--- src/hdl/scissor_rect_checker_unit_defines.svh ---
// Assertion helpers for the scissor rectangle checker
`ifndef SCISSOR_RECT_CHECKER_UNIT_DEFINES_SVH
`define SCISSOR_RECT_CHECKER_UNIT_DEFINES_SVH

// Check that a condition implies another in the same cycle
`define SCRC_ASSERT_IMP(label, ante, cons) \
  label: assert property (@(posedge clk) disable iff (!rst_n) (ante) |-> (cons)) \
    else $error("scrc check failed");

// Check that a condition implies another in the next cycle
`define SCRC_ASSERT_NXT(label, ante, cons) \
  label: assert property (@(posedge clk) disable iff (!rst_n) (ante) |=> (cons)) \
    else $error("scrc check failed");

`endif

--- src/hdl/scrc_pkg.sv ---
package scrc_pkg;

  localparam int DIM_BITS    = 14;
  localparam int COUNT_BITS  = 16;
  localparam int COORD_W     = 20;
  localparam int SCALE_W     = 16;
  localparam int DIFF_W      = COORD_W + 1;
  localparam int PROD_W      = DIFF_W + SCALE_W;
  localparam int FRAC_BITS   = 16;
  localparam int FIX_W       = DIM_BITS + FRAC_BITS;
  localparam int BADCNT_W    = 16;
  localparam int CFG_IDX_W   = 3;
  localparam int CFG_DATA_W  = 20;
  localparam int QUEUE_DEPTH = 2;
  localparam int QPTR_W      = $clog2(QUEUE_DEPTH);
  localparam int QCNT_W      = $clog2(QUEUE_DEPTH + 1);

  // Register indexes
  localparam logic [CFG_IDX_W-1:0] REG_OFFSET_X   = 3'd0;
  localparam logic [CFG_IDX_W-1:0] REG_OFFSET_Y   = 3'd1;
  localparam logic [CFG_IDX_W-1:0] REG_SCALE_X    = 3'd2;
  localparam logic [CFG_IDX_W-1:0] REG_SCALE_Y    = 3'd3;
  localparam logic [CFG_IDX_W-1:0] REG_FB_WIDTH   = 3'd4;
  localparam logic [CFG_IDX_W-1:0] REG_FB_HEIGHT  = 3'd5;
  localparam logic [CFG_IDX_W-1:0] REG_ATT_WIDTH  = 3'd6;
  localparam logic [CFG_IDX_W-1:0] REG_ATT_HEIGHT = 3'd7;

  localparam logic [SCALE_W-1:0] SCALE_ONE = 16'd4096;

  typedef struct packed {
    logic signed [COORD_W-1:0] offset_x;
    logic signed [COORD_W-1:0] offset_y;
    logic [SCALE_W-1:0]        scale_x;
    logic [SCALE_W-1:0]        scale_y;
    logic [DIM_BITS-1:0]       fb_width;
    logic [DIM_BITS-1:0]       fb_height;
    logic [DIM_BITS-1:0]       att_width;
    logic [DIM_BITS-1:0]       att_height;
  } cfg_t;

  // Classified command with exact framebuffer-space edges
  typedef struct packed {
    logic                     frame_start;
    logic                     skip;
    logic signed [PROD_W-1:0] mnx;
    logic signed [PROD_W-1:0] mny;
    logic signed [PROD_W-1:0] mxx;
    logic signed [PROD_W-1:0] mxy;
  } cmd_t;

  typedef struct packed {
    logic full;
    logic empty;
  } q_stat_t;

  typedef struct packed {
    logic front_vld;
    logic q_full;
    logic q_empty;
  } status_t;

  // Subtract origin and scale to 2^-16 pixel units
  function automatic logic signed [PROD_W-1:0] scale_coord(
    input logic signed [COORD_W-1:0] clip,
    input logic signed [COORD_W-1:0] off,
    input logic [SCALE_W-1:0]        scale
  );
    logic signed [DIFF_W-1:0] d;
    logic signed [PROD_W:0]   p;
    d = {clip[COORD_W-1], clip} - {off[COORD_W-1], off};
    p = d * $signed({1'b0, scale});
    return p[PROD_W-1:0];
  endfunction

endpackage

--- src/hdl/scissor_rect_checker_unit.sv ---
// Channel   | Handshake            | Payload
// ----------+----------------------+------------------------------------------------
// in_       | in_valid / in_stall  | frame_start, is_callback, no_elements, clip edges
// out_      | out_valid / out_stall| skipped, rect x/y/w/h, degenerate, exceeds, count
// cfg_      | cfg_valid / cfg_ready| cfg_index (register), cfg_data
//
// One item per cycle sustained while out_stall is low. An accepted item passes the
// front scaling register, queue, clamp stage and flag/counter output register in order.
// The per-frame bad counter sits in the output stage and updates as each item
// leaves the clamp stage. Synchronous active-low reset clears all valid state,
// the counter and the configuration registers to their reset values. A stall on
// the output backs up through the clamp stage into the two-entry queue, and in_stall
// rises only once the queue is full with the front register holding an item.
`include "scissor_rect_checker_unit_defines.svh"

module scissor_rect_checker_unit (
  input  logic                                clk,
  input  logic                                rst_n,
  input  logic                                cfg_valid,
  output logic                                cfg_ready,
  input  logic [scrc_pkg::CFG_IDX_W-1:0]      cfg_index,
  input  logic [scrc_pkg::CFG_DATA_W-1:0]     cfg_data,
  input  logic                                in_valid,
  output logic                                in_stall,
  input  logic                                in_frame_start,
  input  logic                                in_is_callback,
  input  logic                                in_no_elements,
  input  logic signed [scrc_pkg::COORD_W-1:0] in_clip_min_x,
  input  logic signed [scrc_pkg::COORD_W-1:0] in_clip_min_y,
  input  logic signed [scrc_pkg::COORD_W-1:0] in_clip_max_x,
  input  logic signed [scrc_pkg::COORD_W-1:0] in_clip_max_y,
  output logic                                out_valid,
  input  logic                                out_stall,
  output logic                                out_skipped,
  output logic [scrc_pkg::DIM_BITS-1:0]       out_rect_x,
  output logic [scrc_pkg::DIM_BITS-1:0]       out_rect_y,
  output logic [scrc_pkg::DIM_BITS-1:0]       out_rect_w,
  output logic [scrc_pkg::DIM_BITS-1:0]       out_rect_h,
  output logic                                out_degenerate,
  output logic                                out_exceeds,
  output logic [scrc_pkg::BADCNT_W-1:0]       out_bad_count
);
  import scrc_pkg::*;

  cfg_t    cfg_r;
  cmd_t    push_cmd, pop_cmd;
  logic    push, pop;
  q_stat_t q_stat;
  status_t stat;
  logic    front_vld;

  assign cfg_ready = 1'b1;

  // Write configuration registers
  always_ff @(posedge clk) begin
    if (!rst_n) begin
      cfg_r.offset_x   <= '0;
      cfg_r.offset_y   <= '0;
      cfg_r.scale_x    <= SCALE_ONE;
      cfg_r.scale_y    <= SCALE_ONE;
      cfg_r.fb_width   <= '0;
      cfg_r.fb_height  <= '0;
      cfg_r.att_width  <= '0;
      cfg_r.att_height <= '0;
    end else if (cfg_valid && cfg_ready) begin
      unique case (cfg_index)
        REG_OFFSET_X:   cfg_r.offset_x   <= cfg_data[COORD_W-1:0];
        REG_OFFSET_Y:   cfg_r.offset_y   <= cfg_data[COORD_W-1:0];
        REG_SCALE_X:    cfg_r.scale_x    <= cfg_data[SCALE_W-1:0];
        REG_SCALE_Y:    cfg_r.scale_y    <= cfg_data[SCALE_W-1:0];
        REG_FB_WIDTH:   cfg_r.fb_width   <= cfg_data[DIM_BITS-1:0];
        REG_FB_HEIGHT:  cfg_r.fb_height  <= cfg_data[DIM_BITS-1:0];
        REG_ATT_WIDTH:  cfg_r.att_width  <= cfg_data[DIM_BITS-1:0];
        REG_ATT_HEIGHT: cfg_r.att_height <= cfg_data[DIM_BITS-1:0];
        default: ;
      endcase
    end
  end

  scrc_front u_front (
    .clk            (clk),
    .rst_n          (rst_n),
    .cfg            (cfg_r),
    .in_valid       (in_valid),
    .in_stall       (in_stall),
    .in_frame_start (in_frame_start),
    .in_is_callback (in_is_callback),
    .in_no_elements (in_no_elements),
    .in_clip_min_x  (in_clip_min_x),
    .in_clip_min_y  (in_clip_min_y),
    .in_clip_max_x  (in_clip_max_x),
    .in_clip_max_y  (in_clip_max_y),
    .push           (push),
    .push_cmd       (push_cmd),
    .q_full         (q_stat.full),
    .front_vld      (front_vld)
  );

  scrc_queue u_queue (
    .clk      (clk),
    .rst_n    (rst_n),
    .push     (push),
    .push_cmd (push_cmd),
    .pop      (pop),
    .pop_cmd  (pop_cmd),
    .stat     (q_stat)
  );

  scrc_back u_back (
    .clk            (clk),
    .rst_n          (rst_n),
    .cfg            (cfg_r),
    .q_empty        (q_stat.empty),
    .pop_cmd        (pop_cmd),
    .pop            (pop),
    .out_valid      (out_valid),
    .out_stall      (out_stall),
    .out_skipped    (out_skipped),
    .out_rect_x     (out_rect_x),
    .out_rect_y     (out_rect_y),
    .out_rect_w     (out_rect_w),
    .out_rect_h     (out_rect_h),
    .out_degenerate (out_degenerate),
    .out_exceeds    (out_exceeds),
    .out_bad_count  (out_bad_count)
  );

  assign stat.front_vld = front_vld;
  assign stat.q_full    = q_stat.full;
  assign stat.q_empty   = q_stat.empty;

  // Queue cannot be full and empty at once
  `SCRC_ASSERT_IMP(a_queue_state, 1'b1, !(stat.q_full && stat.q_empty))
  // An accepted item lands in the front register
  `SCRC_ASSERT_NXT(a_front_load, in_valid && !in_stall, stat.front_vld)
  // A skipped result carries no rectangle and no flags
  `SCRC_ASSERT_IMP(a_skip_zero, out_valid && out_skipped,
                   out_rect_x == '0 && out_rect_w == '0 && !out_degenerate && !out_exceeds)

endmodule

--- src/hdl/scrc_front.sv ---
module scrc_front (
  input  logic                              clk,
  input  logic                              rst_n,
  input  scrc_pkg::cfg_t                    cfg,
  input  logic                              in_valid,
  output logic                              in_stall,
  input  logic                              in_frame_start,
  input  logic                              in_is_callback,
  input  logic                              in_no_elements,
  input  logic signed [scrc_pkg::COORD_W-1:0] in_clip_min_x,
  input  logic signed [scrc_pkg::COORD_W-1:0] in_clip_min_y,
  input  logic signed [scrc_pkg::COORD_W-1:0] in_clip_max_x,
  input  logic signed [scrc_pkg::COORD_W-1:0] in_clip_max_y,
  output logic                              push,
  output scrc_pkg::cmd_t                    push_cmd,
  input  logic                              q_full,
  output logic                              front_vld
);
  import scrc_pkg::*;

  logic vld_r, vld_nxt;
  cmd_t cmd_r, cmd_nxt;
  logic load;

  // Take a new item whenever the holding register is free or drains
  assign push     = vld_r && !q_full;
  assign in_stall = vld_r && q_full;
  assign load     = in_valid && !in_stall;

  // Classify and scale the incoming rectangle
  always_comb begin
    cmd_nxt.frame_start = in_frame_start;
    cmd_nxt.skip        = in_is_callback || in_no_elements;
    cmd_nxt.mnx         = scale_coord(in_clip_min_x, cfg.offset_x, cfg.scale_x);
    cmd_nxt.mny         = scale_coord(in_clip_min_y, cfg.offset_y, cfg.scale_y);
    cmd_nxt.mxx         = scale_coord(in_clip_max_x, cfg.offset_x, cfg.scale_x);
    cmd_nxt.mxy         = scale_coord(in_clip_max_y, cfg.offset_y, cfg.scale_y);
  end

  always_comb begin
    vld_nxt = vld_r;
    if (load) begin
      vld_nxt = 1'b1;
    end else if (push) begin
      vld_nxt = 1'b0;
    end
  end

  always_ff @(posedge clk) begin
    if (!rst_n) begin
      vld_r <= 1'b0;
    end else begin
      vld_r <= vld_nxt;
    end
  end

  always_ff @(posedge clk) begin
    if (load) begin
      cmd_r <= cmd_nxt;
    end
  end

  assign push_cmd  = cmd_r;
  assign front_vld = vld_r;

endmodule

--- src/hdl/scrc_queue.sv ---
module scrc_queue (
  input  logic              clk,
  input  logic              rst_n,
  input  logic              push,
  input  scrc_pkg::cmd_t    push_cmd,
  input  logic              pop,
  output scrc_pkg::cmd_t    pop_cmd,
  output scrc_pkg::q_stat_t stat
);
  import scrc_pkg::*;

  cmd_t              mem_r [QUEUE_DEPTH];
  logic [QPTR_W-1:0] wr_ptr_r, wr_ptr_nxt;
  logic [QPTR_W-1:0] rd_ptr_r, rd_ptr_nxt;
  logic [QCNT_W-1:0] cnt_r, cnt_nxt;

  // Advance pointers with wrap at the queue depth
  always_comb begin
    wr_ptr_nxt = wr_ptr_r;
    rd_ptr_nxt = rd_ptr_r;
    cnt_nxt    = cnt_r;
    if (push) begin
      wr_ptr_nxt = (wr_ptr_r == QPTR_W'(QUEUE_DEPTH - 1)) ? '0 : wr_ptr_r + 1'b1;
    end
    if (pop) begin
      rd_ptr_nxt = (rd_ptr_r == QPTR_W'(QUEUE_DEPTH - 1)) ? '0 : rd_ptr_r + 1'b1;
    end
    if (push && !pop) begin
      cnt_nxt = cnt_r + 1'b1;
    end else if (pop && !push) begin
      cnt_nxt = cnt_r - 1'b1;
    end
  end

  always_ff @(posedge clk) begin
    if (!rst_n) begin
      wr_ptr_r <= '0;
      rd_ptr_r <= '0;
      cnt_r    <= '0;
    end else begin
      wr_ptr_r <= wr_ptr_nxt;
      rd_ptr_r <= rd_ptr_nxt;
      cnt_r    <= cnt_nxt;
    end
  end

  always_ff @(posedge clk) begin
    if (push) begin
      mem_r[wr_ptr_r] <= push_cmd;
    end
  end

  assign pop_cmd    = mem_r[rd_ptr_r];
  assign stat.full  = (cnt_r == QCNT_W'(QUEUE_DEPTH));
  assign stat.empty = (cnt_r == '0);

endmodule

--- src/hdl/scrc_back.sv ---
module scrc_back (
  input  logic                            clk,
  input  logic                            rst_n,
  input  scrc_pkg::cfg_t                  cfg,
  input  logic                            q_empty,
  input  scrc_pkg::cmd_t                  pop_cmd,
  output logic                            pop,
  output logic                            out_valid,
  input  logic                            out_stall,
  output logic                            out_skipped,
  output logic [scrc_pkg::DIM_BITS-1:0]   out_rect_x,
  output logic [scrc_pkg::DIM_BITS-1:0]   out_rect_y,
  output logic [scrc_pkg::DIM_BITS-1:0]   out_rect_w,
  output logic [scrc_pkg::DIM_BITS-1:0]   out_rect_h,
  output logic                            out_degenerate,
  output logic                            out_exceeds,
  output logic [scrc_pkg::BADCNT_W-1:0]   out_bad_count
);
  import scrc_pkg::*;

  typedef struct packed {
    logic                frame_start;
    logic                skipped;
    logic [DIM_BITS-1:0] x;
    logic [DIM_BITS-1:0] y;
    logic [DIM_BITS-1:0] w;
    logic [DIM_BITS-1:0] h;
  } span_t;

  span_t s1_r, s1_nxt;
  logic  s1_vld_r, s1_vld_nxt;
  logic  ov_r, ov_nxt;
  logic  adv_out, load_s1;

  logic signed [PROD_W-1:0] mnx_c, mny_c, mxx_c, mxy_c, fbx, fby;
  logic [FIX_W-1:0]         span_x, span_y;

  logic [DIM_BITS:0]     sum_x, sum_y;
  logic                  deg, exc, bad;
  logic [COUNT_BITS-1:0] cnt_r, cnt_nxt, cnt_base;

  logic                skip_r;
  logic [DIM_BITS-1:0] x_r, y_r, w_r, h_r;
  logic                deg_r, exc_r;

  assign adv_out = !ov_r || !out_stall;
  assign load_s1 = !s1_vld_r || adv_out;
  assign pop     = !q_empty && load_s1;

  // Clamp to the framebuffer, drop empty rectangles, truncate to pixels
  always_comb begin
    fbx = {{(PROD_W - FIX_W){1'b0}}, cfg.fb_width, {FRAC_BITS{1'b0}}};
    fby = {{(PROD_W - FIX_W){1'b0}}, cfg.fb_height, {FRAC_BITS{1'b0}}};
    mnx_c = pop_cmd.mnx[PROD_W-1] ? '0 : pop_cmd.mnx;
    mny_c = pop_cmd.mny[PROD_W-1] ? '0 : pop_cmd.mny;
    mxx_c = (pop_cmd.mxx > fbx) ? fbx : pop_cmd.mxx;
    mxy_c = (pop_cmd.mxy > fby) ? fby : pop_cmd.mxy;
    span_x = mxx_c[FIX_W-1:0] - mnx_c[FIX_W-1:0];
    span_y = mxy_c[FIX_W-1:0] - mny_c[FIX_W-1:0];
    s1_nxt.frame_start = pop_cmd.frame_start;
    s1_nxt.skipped     = pop_cmd.skip || (mxx_c <= mnx_c) || (mxy_c <= mny_c);
    s1_nxt.x           = mnx_c[FIX_W-1:FRAC_BITS];
    s1_nxt.y           = mny_c[FIX_W-1:FRAC_BITS];
    s1_nxt.w           = span_x[FIX_W-1:FRAC_BITS];
    s1_nxt.h           = span_y[FIX_W-1:FRAC_BITS];
  end

  // Flag the rectangle and update the per-frame counter
  always_comb begin
    sum_x    = {1'b0, s1_r.x} + {1'b0, s1_r.w};
    sum_y    = {1'b0, s1_r.y} + {1'b0, s1_r.h};
    deg      = (s1_r.w == '0) || (s1_r.h == '0);
    exc      = (sum_x > {1'b0, cfg.att_width}) || (sum_y > {1'b0, cfg.att_height}) ||
               (s1_r.x >= cfg.att_width) || (s1_r.y >= cfg.att_height);
    bad      = !s1_r.skipped && (deg || exc);
    cnt_base = s1_r.frame_start ? '0 : cnt_r;
    cnt_nxt  = (bad && (cnt_base != '1)) ? cnt_base + 1'b1 : cnt_base;
  end

  always_comb begin
    s1_vld_nxt = s1_vld_r;
    ov_nxt     = ov_r;
    if (load_s1) begin
      s1_vld_nxt = !q_empty;
    end
    if (adv_out) begin
      ov_nxt = s1_vld_r;
    end
  end

  always_ff @(posedge clk) begin
    if (!rst_n) begin
      s1_vld_r <= 1'b0;
      ov_r     <= 1'b0;
      cnt_r    <= '0;
    end else begin
      s1_vld_r <= s1_vld_nxt;
      ov_r     <= ov_nxt;
      if (s1_vld_r && adv_out) begin
        cnt_r <= cnt_nxt;
      end
    end
  end

  // Hold stage payloads while the next stage is busy
  always_ff @(posedge clk) begin
    if (pop) begin
      s1_r <= s1_nxt;
    end
    if (s1_vld_r && adv_out) begin
      skip_r <= s1_r.skipped;
      x_r    <= s1_r.skipped ? '0 : s1_r.x;
      y_r    <= s1_r.skipped ? '0 : s1_r.y;
      w_r    <= s1_r.skipped ? '0 : s1_r.w;
      h_r    <= s1_r.skipped ? '0 : s1_r.h;
      deg_r  <= !s1_r.skipped && deg;
      exc_r  <= !s1_r.skipped && exc;
    end
  end

  assign out_valid      = ov_r;
  assign out_skipped    = skip_r;
  assign out_rect_x     = x_r;
  assign out_rect_y     = y_r;
  assign out_rect_w     = w_r;
  assign out_rect_h     = h_r;
  assign out_degenerate = deg_r;
  assign out_exceeds    = exc_r;
  assign out_bad_count  = BADCNT_W'(cnt_r);

endmodule

--- config.mk ---
export PLATFORM = sky130hd
export DESIGN_NAME = scissor_rect_checker_unit
export DESIGN_NICKNAME = d
export VERILOG_FILES = /design/src/hdl/scrc_pkg.sv /design/src/hdl/scissor_rect_checker_unit.sv /design/src/hdl/scrc_front.sv /design/src/hdl/scrc_queue.sv /design/src/hdl/scrc_back.sv
export VERILOG_INCLUDE_DIRS = /design/src /design/src/hdl
export SDC_FILE = /design/constraint.sdc
export NUM_CORES = 2
export LEC_CHECK = 0
export BUFFER_PORTS_ARGS = -buffer_cell sky130_fd_sc_hd__buf_2
export CORE_MARGIN = 2
export CORE_UTILIZATION = 58
export DETAILED_ROUTE_END_ITERATION = 12
export PLACE_DENSITY = 0.85
export REMOVE_ABC_BUFFERS = 1
export SLEW_MARGIN = 15
export SYNTH_ARGS = -nofsm -noshare
export SYNTH_HDL_FRONTEND = slang
export SYNTH_HIERARCHICAL = 1
export SYNTH_SLANG_ARGS = --single-unit
--- constraint.sdc ---
create_clock -name clk -period 10.6 [get_ports clk]
set_input_delay 2.12 -clock clk [delete_from_list [all_inputs] [get_ports clk]]
set_output_delay 2.12 -clock clk [all_outputs]
set_load 0.05 [all_outputs]
; ---- Yosys cells after proc, flatten, opt, wreduce, memory -nomap -nowiden
; Memories as Yosys holds them, arrays and structs flattened. A register that Yosys moved wholly into a read port is not among the register bits.
; Index checks and enable logic that the tools add are counted.
[classes]
addsub = 13
n_mul = 4
order_cmp = 8
eq_ne = 9
n_mux = 16
n_reduce_logical = 44
[ops]
columns = cell, n
row1 = 21-bit by 17-bit multiplier with 37-bit output, 4
row2 = 20-bit by 20-bit subtractor with 21-bit output, 4
row3 = 37-bit by 31-bit > comparator with 1-bit output, 2
row4 = 37-bit <= comparator, 2
row5 = 37-bit two-way mux, 2
row6 = 36-bit two-way mux, 2
row7 = 30-bit subtractor, 2
row8 = 16-bit two-way mux, 2
row9 = 14-bit by 14-bit adder with 15-bit output, 2
row10 = 15-bit by 14-bit > comparator with 1-bit output, 2
row11 = 14-bit >= comparator, 2
row12 = 14-bit zero test, 2
row13 = "16-bit by 1-bit adder with 16-bit output, second input constant", 1
row14 = "16-bit != test, second input constant", 1
row15 = 2-bit AND reduction, 8
row16 = "3-bit equality test, second input constant", 4
row17 = 1-bit logical AND, 11
row18 = 1-bit logical OR, 10
row19 = 1-bit zero test, 9
row20 = 1-bit two-way mux, 8
row21 = "3-bit by 2-bit equality test with 1-bit output, second input constant", 2
row22 = 2-bit two-way mux, 2
row23 = 2-bit nonzero test, 2
row24 = "3-bit by 1-bit equality test with 1-bit output, second input constant", 1
row25 = 6 further kinds, 7
[totals]
reg_bits = 418
ram_bits = 300
inputBits = 111
out_inout_bits = 78
n_memories = 1
[memory_table]
columns = name, words, word_bits, read_ports, rd_ports_with_merged_regs, wr, line
row1 = u_queue.mem_r, 2, 150, 1, 1, 1, scrc_queue.sv:12  ; cmd_t mem_r [QUEUE_DEPTH];

; ---- Logic depth before layout (Yosys ltp)
[depth]
depth_word = 9
mapped_depth = 35
mapped_depth_nobuf = 33

; ---- Modules after synthesis
; Netlist, hierarchy kept.
[modules_own_cells]
columns = mod, n_inst, cells_each, area_per_inst_um2, seq_area_each_um2
row1 = scrc_front, 1, 6314, 57629.0, 4524.3
row2 = scrc_back, 1, 1251, 11792.6, 3873.7
row3 = scrc_queue, 1, 489, 11453.5, 9108.7
row4 = scissor_rect_checker_unit, 1, 450, 4659.5, 2562.5

; ---- Least setup slack after synthesis
; No wires, ideal clock.
[synth_path]
path_type = input to register
from = in in_clip_max_y[5] in the netlist's numbering
to = reg u_front.cmd_r, in the netlist u_front/push_cmd[30] (data pin)
setup_time_ps = 258
arrival_ps = 9736
slack_ps = 606
cell_stages = 29
n_path_buf = 1
cell_sequence = ha_1 or4_1 and3_1 o21a_2 or4_4 a31o_1 a21oi_2 xnor2_1 buf_6 nand2_2 fa_1 fa_1 fa_1 inv_1 fa_1 fa_1 inv_1 fa_1 inv_1 ha_1 a21o_1 a21oi_2 or3b_1 o311a_1 a41oi_2 a21oi_1 a21o_1 a21oi_1 xnor2_1
[synth_rtl]
columns = element, line
row1 = start: declaration, scissor_rect_checker_unit.sv:31  ; input logic signed [scrc_pkg::COORD_W-1:0] in_clip_max_y,
row2 = end signal: assignment, scrc_front.sv:59  ; cmd_r <= cmd_nxt;
row3 = end: declaration, scrc_front.sv:22  ; cmd_t cmd_r, cmd_nxt;

==> results_dict.tcl <==
set metrics [dict create \
    crit_fanout 10 \
    synthXorXnorAreaFrac_pct 3.051 \
    cap_violations 0 \
    slowest_stage "xnor2_1" \
    rows 140 \
    fin_crit_sh_pct 96.51 \
    grt_pass1_wl_um 354500 \
    peakVddDrop_v 0.0001407 \
    worst_ep_arrival_time_ns 10.60 \
    crit_top_cell "fa_1" \
    cts_buffers 76 \
    drt_pass1_iterations 10 \
    gp_congestion 0.9818 \
    yosysTopAreaCellShare_pct 30.47 \
    yosys-top-cells-area "fa_1, edfxtp_1, ha_1" \
    hold_slack_ns 0.4385 \
    synth_top_family_by_area "adder cells" \
    netlist_area_mm2 0.08553 \
    cts_tree "yes" \
    drive_gt1_share_pct 8.405 \
    clock_path_buffers 3 \
    yosys_warnings 6 \
    final_util_pct 62.65 \
    ys_types 101 \
    synth.avg_cell_area_um2 10.06 \
    hp-class "register to register" \
    die_w_um 388.0 \
    pin_count 189 \
    n_fill_cell 10983 \
    ys_async_sr_fraction_pct 0 \
    dieArea_mm2 0.1506 \
    synth-seq-cells 719 \
    placed_cell_area_mm2 0.08889 \
    root_buffer "clkbuf_16" \
    antenna_found_initial 16 \
    hold_buffers 0 \
    stdcell_count 10595 \
    yosys.area_share.simple_pct 14.00 \
    finalHoldViolCount 0 \
    area_growth_syn_to_layout_pct 7.001 \
    cts_max_level 3 \
    routed_wl_um 223300 \
    fin_area_mm2 0.09152 \
    ys_seq_area_share_pct 23.46 \
    maxClockFrequency_ghz 0.09775 \
    hpwlAfterDp_um 169500 \
    numPortBuffers 187 \
    synth_compound_area_share_pct 5.721 \
    vias 61510 \
    core_mm2 0.1461 \
    vias_per_cell 5.806 \
    first_global_vias 65309 \
    final_cell_mix "inv_1, fa_1, nand2_1" \
    synth_edf_count 567 \
    grt_max_degree 151 \
    slew_viol_final 0 \
    crit_path_start "in_clip_min_x[1]" \
    clk_pin_slew_ns 0.06 \
    cp-end-kind "register" \
    drcViolationCount 0 \
    slew_headroom_pct 18.63 \
    fin_setup_tns_ns 0 \
    die_h_um 388.0 \
    p_per_area_mw_per_mm2 153.4 \
    skew_ns 0.02558 \
    cts_num_sinks 719 \
    gr-usage-all-layers_pct 29.96 \
    r2r_start "cfg_r[109]" \
    finalCriticalPeriod_ns 10.23 \
    fin_nets 10659 \
    wire_per_inst_um 21.07 \
    start_kind "input port" \
    rsz0062_at_grt "false" \
    dp_slack_ns -0.1731 \
    critical_path_required_ns 10.97 \
    clkLatencyLatePin_ns 0.65 \
    critPathMaxStageDelay_ns 0.56 \
    yosysTopAreaCell "fa_1" \
    synthAdderAreaFrac_pct 40.01 \
    grt-ovfl-total 0 \
    setup_viol 0 \
    setup_ws_ns 0.3694 \
    drt_iter0_drc 5668 \
    synth.area.mux_share_pct 4.409 \
    dp.cells 10450 \
    initial_core_util_pct 58.55 \
    regToRegSetupSlack_ns 1.17 \
    leakagePower_nw 43.59 \
    finalPower_mw 14.04 \
    hp-start "u_front/push_cmd[8]" \
    status "complete, no violations" \
    syn_inst 8504 \
    critical_path_class "input port to register" \
    synth_flop_cell "edfxtp_1" \
    tightest_slew_ns 1.220 \
    final_common_cell "inv_1" \
    postRouteAntennaNets 0 \
]
[synth_stat cells (33+ instances only)]
| cell type | instances |
|---|---|
| inv_1 | 1762 |
| fa_1 | 1302 |
| nand2_1 | 1019 |
| ha_1 | 635 |
| edfxtp_1 | 567 |
| and2_1 | 533 |
| clkbuf_1 | 283 |
| xnor2_1 | 236 |
| a21oi_1 | 227 |
| nor2b_1 | 212 |
| dfxtp_1 | 152 |
| nor2_1 | 150 |
| mux2i_1 | 139 |
| nand2b_1 | 137 |
| o21ai_0 | 113 |
| a21o_1 | 112 |
| mux2_4 | 100 |
| mux2_2 | 78 |
| nand3_1 | 74 |
| xor2_1 | 62 |
| nor3_1 | 59 |
| nand4_1 | 52 |
| o21a_1 | 42 |
| and3_1 | 34 |
| a211oi_1 | 33 |
| a31oi_1 | 33 |
[sequential cells by signal, indices dropped and copies added (netlist names), named ones only]
| name | count |
|---|---|
| u_back/out_exceeds | 1 |
| u_back/s1_r | 58 |
| u_back/out_rect_y | 14 |
| u_queue/rd_ptr_r | 1 |
| u_back/out_rect_w | 14 |
| u_queue/mem_r | 300 |
| u_back/out_valid | 1 |
| u_front/push_cmd | 150 |
| u_back/out_degenerate | 1 |
| u_back/out_rect_h | 14 |
| u_queue/cnt_r | 2 |
| u_back/out_bad_count | 16 |
| u_front/front_vld | 1 |
| u_back/out_rect_x | 14 |
| u_back/out_skipped | 1 |
| u_back/s1_vld_r | 1 |
| u_queue/wr_ptr_r | 1 |
| cfg_r | 128 |
[final timing paths]
check                                to  depth (start not counted)
setup / recovery  u_front/push_cmd[147]                         29
hold / removal      u_queue/mem_r[0][8]                          0
setup reg to reg  u_front/push_cmd[147]                         29
hold reg to reg     u_queue/mem_r[0][8]                          0
[report_power, final]
part | internal, mW | switching, mW
clock network | 1.55 | 1.21
logic | 2.84 | 4.22
registers | 3.84 | 0.377
total | 8.23 | 5.81
[cell families (layout without fill, tap and decap cells)]
logic type	Yosys count	after routing
AND/OR/NAND/NOR	2385	2385
buffers and inverters	2088	2257
adder cells (fa/ha/maj)	1958	1958
AO/OA/AOI/OAI	738	738
flip-flops	719	719
multiplexers	317	317
XOR/XNOR	298	298
other	1	6
[metal layers]
metal / global-route usage (%) / up-vias / share of wire (%)
li1: - / 26837 / -
met1: 38.57 / 30683 / 38
met2: 47.96 / 3226 / 46
met3: 6.851 / 740 / 10
met4: 14.62 / 24 / 5.7
met5: 0 / - / 0.077
[what timing repair did]
item / CTS / global route
endpoints found under the hold margin: 0 / 0
resized for setup: 0 / 7
buffers inserted: 0 / 0
setup endpoints to repair: 0 / 3
[area by class of cell]
| cell class | count | area [um2] | area share, % |
|---|---|---|---|
| flip-flops and latches | 719 | 20080 | 21.94 |
| inverters | 1764 | 6621 | 7.235 |
| repair buffers | 353 | 2238 | 2.446 |
| clock buffers | 94 | 2041 | 2.230 |
| clock inverters | 46 | 526.8 | 0.5755 |
| multi-input cells | 5697 | 57610 | 62.94 |
| well taps | 1917 | 2399 | 2.621 |
| diodes | 5 | 12.51 | 0.01367 |
[critical path, delay by kind of cell]
kind,cells,cell delay [ns]
AO/OA/AOI/OAI,10,2.83
adder cells (fa/ha/maj),8,3.71
XOR/XNOR,2,0.73
AND/OR/NAND/NOR,5,0.96
buffers and inverters,4,0.26
Power figures use the tool's default switching activity.
